### config.mk
export PLATFORM = sky130hd
export DESIGN_NAME = mcth_out_fifo
export DESIGN_NICKNAME = d
export VERILOG_FILES = /design/src/hw/rtl/mcth_pkg.sv /design/src/hw/rtl/mcth_out_fifo.sv
export SDC_FILE = /design/constraint.sdc
export NUM_CORES = 1
export LEC_CHECK = 0
export BUFFER_PORTS_ARGS = -buffer_cell sky130_fd_sc_hd__buf_2
export CAP_MARGIN = 15
export CORE_MARGIN = 1
export CORE_UTILIZATION = 55
export CTS_BUF_LIST = sky130_fd_sc_hd__clkbuf_8
export DETAILED_ROUTE_END_ITERATION = 10
export PLACE_DENSITY = 0.73
export SYNTH_ARGS = -nofsm -noshare
export SYNTH_HDL_FRONTEND = slang
export SYNTH_SLANG_ARGS = --single-unit
### constraint.sdc
create_clock -name clk -period 3.6 [get_ports clk]
set_clock_uncertainty 0.1 [all_clocks]
set_input_delay 0.72 -clock clk [delete_from_list [all_inputs] [get_ports clk]]
set_output_delay 0.72 -clock clk [all_outputs]
set_load 0.02 [all_outputs]
### src/hw/rtl/mcth_pkg.sv
package mcth_pkg;

    // Defaults for the top-level parameters
    localparam int MAX_WIDTH_DEFAULT  = 2048;
    localparam int COUNT_BITS_DEFAULT = 24;

    // Frame geometry
    localparam int MAX_HEIGHT         = 4096;
    localparam int ROW_BITS           = 12;
    localparam int MIN_FRAME_DIM      = 3;
    localparam int FRAME_WIDTH_RESET  = 640;
    localparam int FRAME_HEIGHT_RESET = 480;

    // Configuration port
    localparam int CFG_ADDR_BITS   = 1;
    localparam int CFG_DATA_BITS   = 13;
    localparam int CFG_WIDTH_BITS  = 12;
    localparam int CFG_HEIGHT_BITS = 13;

    typedef enum logic [CFG_ADDR_BITS-1:0] {
        REG_FRAME_WIDTH  = 1'b0,
        REG_FRAME_HEIGHT = 1'b1
    } cfg_reg_t;

    // Stream widths
    localparam int S_DATA_BITS = 40;
    localparam int M_DATA_BITS = 40;

    // Pixel and code widths
    localparam int PIX_BITS       = 8;
    localparam int WSUM_BITS      = 18;
    localparam int WIN_SUM_BITS   = 12;
    localparam int CODE_BITS      = 9;
    localparam int HIST_BINS      = 512;
    localparam int OUT_COUNT_BITS = 24;
    localparam int WIN_TAPS       = 9;

    // Gray conversion: (299R + 587G + 114B) / 1000, divide done as a
    // multiply by a rounded-up reciprocal, exact for sums up to 255000
    localparam int GRAY_R_WEIGHT  = 299;
    localparam int GRAY_G_WEIGHT  = 587;
    localparam int GRAY_B_WEIGHT  = 114;
    localparam int GRAY_RECIP     = 268436;
    localparam int GRAY_SHIFT     = 28;
    localparam int GRAY_PROD_BITS = 37;

    // Output queue
    localparam int FIFO_DEPTH = 16;
    localparam int FIFO_CNT_BITS = $clog2(FIFO_DEPTH + 1);
    localparam int FIFO_PTR_BITS = $clog2(FIFO_DEPTH);

    typedef enum logic {
        OP_PIXEL    = 1'b0,
        OP_READ_BIN = 1'b1
    } opcode_t;

    typedef enum logic {
        KIND_CENSUS    = 1'b0,
        KIND_BIN_COUNT = 1'b1
    } result_kind_t;

    // Request into the histogram: a census code to count or a bin to read
    typedef struct packed {
        logic                 valid;
        opcode_t              opcode;
        logic [CODE_BITS-1:0] addr;
        logic                 frame_last;
    } hist_req_t;

    typedef struct packed {
        result_kind_t              kind;
        logic [CODE_BITS-1:0]      census_code;
        logic [OUT_COUNT_BITS-1:0] bin_count;
        logic                      frame_last;
    } result_t;

    typedef struct packed {
        logic    valid;
        result_t result;
    } hist_rsp_t;

endpackage

### src/hw/rtl/mcth_out_fifo.sv
module mcth_out_fifo
    import mcth_pkg::*;
(
    input  logic                     clk,
    input  logic                     rst_n,
    input  logic                     push_valid,
    input  result_t                  push_data,
    output logic                     pop_valid,
    output result_t                  pop_data,
    input  logic                     pop_ready,
    output logic [FIFO_CNT_BITS-1:0] count
);

    result_t                  fifo_mem [FIFO_DEPTH];
    logic [FIFO_PTR_BITS-1:0] wr_ptr_reg;
    logic [FIFO_PTR_BITS-1:0] rd_ptr_reg;
    logic [FIFO_CNT_BITS-1:0] count_reg;
    logic                     pop_fire;

    assign pop_valid = (count_reg != '0);
    assign pop_fire  = pop_valid & pop_ready;
    assign pop_data  = fifo_mem[rd_ptr_reg];
    assign count     = count_reg;

    // Advance pointers and occupancy
    always_ff @(posedge clk or negedge rst_n)
    begin
        if (!rst_n)
        begin
            wr_ptr_reg <= '0;
            rd_ptr_reg <= '0;
            count_reg  <= '0;
        end
        else
        begin
            if (push_valid)
            begin
                wr_ptr_reg <= wr_ptr_reg + 1'b1;
            end
            if (pop_fire)
            begin
                rd_ptr_reg <= rd_ptr_reg + 1'b1;
            end
            if (push_valid && !pop_fire)
            begin
                count_reg <= count_reg + 1'b1;
            end
            else if (!push_valid && pop_fire)
            begin
                count_reg <= count_reg - 1'b1;
            end
        end
    end

    // Store entries
    always_ff @(posedge clk)
    begin
        if (push_valid)
        begin
            fifo_mem[wr_ptr_reg] <= push_data;
        end
    end

`ifndef SYNTH
    a_no_overflow: assert property (@(posedge clk) disable iff (!rst_n)
        (push_valid && !pop_fire) |-> (count_reg != FIFO_CNT_BITS'(FIFO_DEPTH)))
        else $error("result queue overflow");

    a_empty_pointers: assert property (@(posedge clk) disable iff (!rst_n)
        (count_reg == '0) |-> (wr_ptr_reg == rd_ptr_reg))
        else $error("result queue empty with pointers apart");
`endif

endmodule

# After elaboration in Yosys (flattened, before gate mapping)
# Memory sizes are Yosys's and may differ from the RTL's.
# Index checks and enable logic that the tools add are counted.
[op_classes] addsub=4 mux=4 bitwise=1 n_reduce_logical=6
[op_table] cell="two-way mux 5 bit" count=2
[op_table] cell="adder 4 x 1 -> 4 bit, second input constant" count=2
[op_table] cell="adder 5 x 1 -> 5 bit, second input constant" count=1
[op_table] cell="nonzero test 5 bit" count=1
[op_table] cell="subtractor 5 x 1 -> 5 bit, second input constant" count=1
[op_table] cell="logical AND 1 bit" count=2
[op_table] cell="zero test 1 bit" count=2
[op_table] cell="two-way mux 1 bit" count=2
[op_table] cell="nonzero test 2 bit" count=1
[op_table] cell="AND 1 bit" count=1
[word_totals] register_bits=13 ramBits=560 in_bits=39 output_inout_bits=41 elab_cells=19 memories=1
[memory_table] name="fifo_mem" words=16 word_bits=35 read_ports=1 rd_clocked_by_memory_dff=0 wr=1 line="mcth_out_fifo.sv:14" source="result_t fifo_mem [FIFO_DEPTH];"

# Depth between registers and ports, before layout
[depth] depth_word=5 mapped_depth=10 depth_no_buf=10

# Worst setup path after synthesis
# No wires, ideal clock.
[synth_path] path_kind="input -> register" start="in push_valid" end="mem fifo_mem[3][0] in the netlist's numbering, enable pin" t_arrival_ps=3535 t_required_ps=3029 setup_slack_ps=-505 cell_stages=3 cell_sequence="clkbuf_1 > nand2_1 > nor3_1"
[synth_between] elab_chain_cells=2
[synth_rtl] element="from (decl)" line="mcth_out_fifo.sv:6" source="input logic push_valid,"
[synth_rtl] element="two-way mux 1 bit" line="mcth_out_fifo.sv:58" source="if (push_valid)"
[synth_rtl] element="two-way mux 1 bit (not written as such)" line="mcth_out_fifo.sv:60" source="fifo_mem[wr_ptr_reg] <= push_data;"
[synth_rtl] element="to (decl)" line="mcth_out_fifo.sv:14"
# Every way passes these cells.

==> results.cfg <==
[global_routing]
antenna_found_initial = 2
grt_max_degree = 49
grt_pass1_vias = 11234
grt.met3_usage_pct = 4.41
grt_util_met2_pct = 36.3
grt_pass1_wl_microns = 67600
grt_util_met1_pct = 30.7
grtUsageTotal_pct = 22.5
grt_overflow = 0
busiest_layer = met2

[layout]
fin_nets = 1290
layout.cells.non_filler = 1835
areaGrowthSynthToFinish_pct = 13.3
largest_reg_flops = 560
layout-drive-gt1-share_pct = 24.8

[worst_setup_path]
r2r_slack_ps = 1000
crit_arrival_ps = 2710
crit_path_max_incr_delay_ps = 640
critPathBufInv = 2
cp_cell_sequence = and2_2 > buf_4 > a221oi_1 > a22oi_1 > nand2_1 > buf_2
critPathCaptureType = output port
cp-start-kind = flip-flop
cp_slowest_cell = dfrtp_4
required_ps = 2780
cp_top_family = compound AO/OA/AOI/OAI gates
crit_type = flip-flop to output port
cp_max_fo = 23

[synth]
yosys-top-cells-count = edfxtp_1, mux2i_1, a221oi_1, mux4_2, nand2_1
netlist_instances = 1093
synth-async-reset-ratio_pct = 2.27
synth_top_area_share_pct = 75.9
synth_warnings = 0
netlist.top_cell.by_area = edfxtp_1
synth-main-ff-cell = edfxtp_1
synth_edf_count = 560
syn_avg_cell_area_sq_um = 20.3
synth.distinct_cells = 29
syn_nets = 1142
syn_area_sq_um = 22200
synthTopCellsByArea = edfxtp_1, mux4_2, mux2i_1, a221oi_1, dfrtp_1
yosysSeqAreaShare_pct = 77.3
ys_ff_latch = 573
synth_most_common_cell = edfxtp_1

[sta]
rsz0062_at_grt = true
finalCritPeriodShare_pct = 98.1
worst_slew_margin_rel_pct = 47.0
period_minus_slack_ps = 3530
fin_hold_ws_ps = 295
max_freq_ghz = 0.283
hold_viol = 0
tightest_slew_ps = 793
finalSetupViolCount = 0
drv_slew = 0

[clock_tree]
cts_buffers = 87
cts_buffer_depth = 3
clk_latency_ps = 640
clk_pin_slew_ps = 60
clock-sinks = 573
root_buffer = clkbuf_8
cts_htree_levels = 3
cts_tree = done

[run]
maxCapViolations = 0

[route]
drt_pass1_iterations = 7
drt_iter0_drc = 867
vias = 11139
wl_microns = 45500
avgViaCountPerCell = 6.07
routedWlPerCell_microns = 24.8
drtAntennaViolNets = 0
post-route-drc-count = 0

[placement]
place_hpwl_microns = 24700
place_congestion = 0.739
placed_cells = 1675
io_buffers = 79

[die]
core_area_sq_um = 39700
io-pin-count = 80
initial_utilization_pct = 55.8
fp-row-count = 73
die_area_sq_um = 41100
dieWidth_microns = 203
die_h_microns = 203

[power]
power.total_mw = 19.7
ir_worst_vdd_uv = 515
p_per_area_nw_per_um2 = 785
p_leak_nw = 8.54

[worst_hold_path]
hold_path.class = input pin to flip-flop

[run_status]
outcome = completed
## cell type report
| type | instances | area, sq um |
|---|---|---|
| antenna | 2 | 5.00 |
| clock buffer | 87 | 1200 |
| clock inverter | 69 | 329 |
| fill | 2680 | 14600 |
| inverter | 5 | 18.8 |
| multi-input combinational | 452 | 4800 |
| sequential | 573 | 17200 |
| tap | 525 | 657 |
| timing repair buffer | 122 | 955 |
## cell usage in the layout, fill, tap and decap left out, drive strengths merged, types with 9 or more instances in the layout
cell type	count
a221oi	70
a22oi	35
buf	121
clkbuf	87
clkinv	43
dfrtp	13
edfxtp	560
ha	9
inv	29
mux2i	141
mux4	70
nand2	45
nor2	15
o21ai	38
## layer usage
layer,vias to the layer above,part of all wire [%],wire length [microns]
met2,402,50,22500
met1,5782,42,19000
met3,92,6.1,2770
met5,-,0,0
li1,4863,-,-
met4,0,2.5,1150
## cells by family (layout without fill, tap and decap cells)
| logic type | after synthesis | after routing | synth area share [%] |
|---|---|---|---|
| other | 0 | 2 | 0 |
| buffers and inverters | 68 | 283 | 1.83 |
| adders and majority gates | 10 | 10 | 0.598 |
| DFF | 573 | 573 | 77.3 |
| AOI/OAI and AO/OA | 148 | 148 | 4.96 |
| muxes | 213 | 213 | 13.6 |
| xor gates and xnor gates | 10 | 10 | 0.395 |
| and+or+nand+nor | 71 | 71 | 1.29 |
## power breakdown
group	internal [mW]	leakage [nW]	switching (mW)	total [mW]
Sequential	8.06	5.21	0.392	8.45
Combinational	2.62	2.47	3.95	6.57
Clock	2.28	0.857	2.41	4.69
Total	13.0	8.54	6.76	19.7
## final timing paths
kind                                           start                         to  cells after the start
min                                       push_valid  wr_ptr_reg[0]$_DFFE_PN0P_                      2
max                        rd_ptr_reg[1]$_DFFE_PN0P_               pop_data[22]                      6
min reg2reg                     count[4]$_DFFE_PN0P_       count[4]$_DFFE_PN0P_                      1
max reg2reg                     count[0]$_DFFE_PN0P_       count[4]$_DFFE_PN0P_                     10
min in group asynchronous                      rst_n       count[3]$_DFFE_PN0P_                      2
max in group asynchronous                      rst_n  rd_ptr_reg[1]$_DFFE_PN0P_                      2
## through the flow
| step | util (%) | worst slack [ps] | cell area, sq um | setup TNS (ps) |
|---|---|---|---|---|
| 2_1_floorplan | - | 430 | 22200 | 0 |
| 3_3_place_gp | 59.1 | 546 | 23500 | 0 |
| 3_5_place_dp | 59.1 | 527 | 23500 | 0 |
| 4_1_cts | 63.0 | 18.3 | 25000 | 0 |
| 5_1_grt | 63.2 | -56.6 | 25100 | -319 |
| 6_report | 63.2 | 68.5 | 25100 | 0 |
## timing repair
item	4_1_cts	5_1_grt
gates resized for setup	2	12
endpoints found under the setup margin	21	16
setup buffers	1	0
hold buffers	1	0
hold endpoints to repair	13	0
Power figures use the tool's default switching activity.
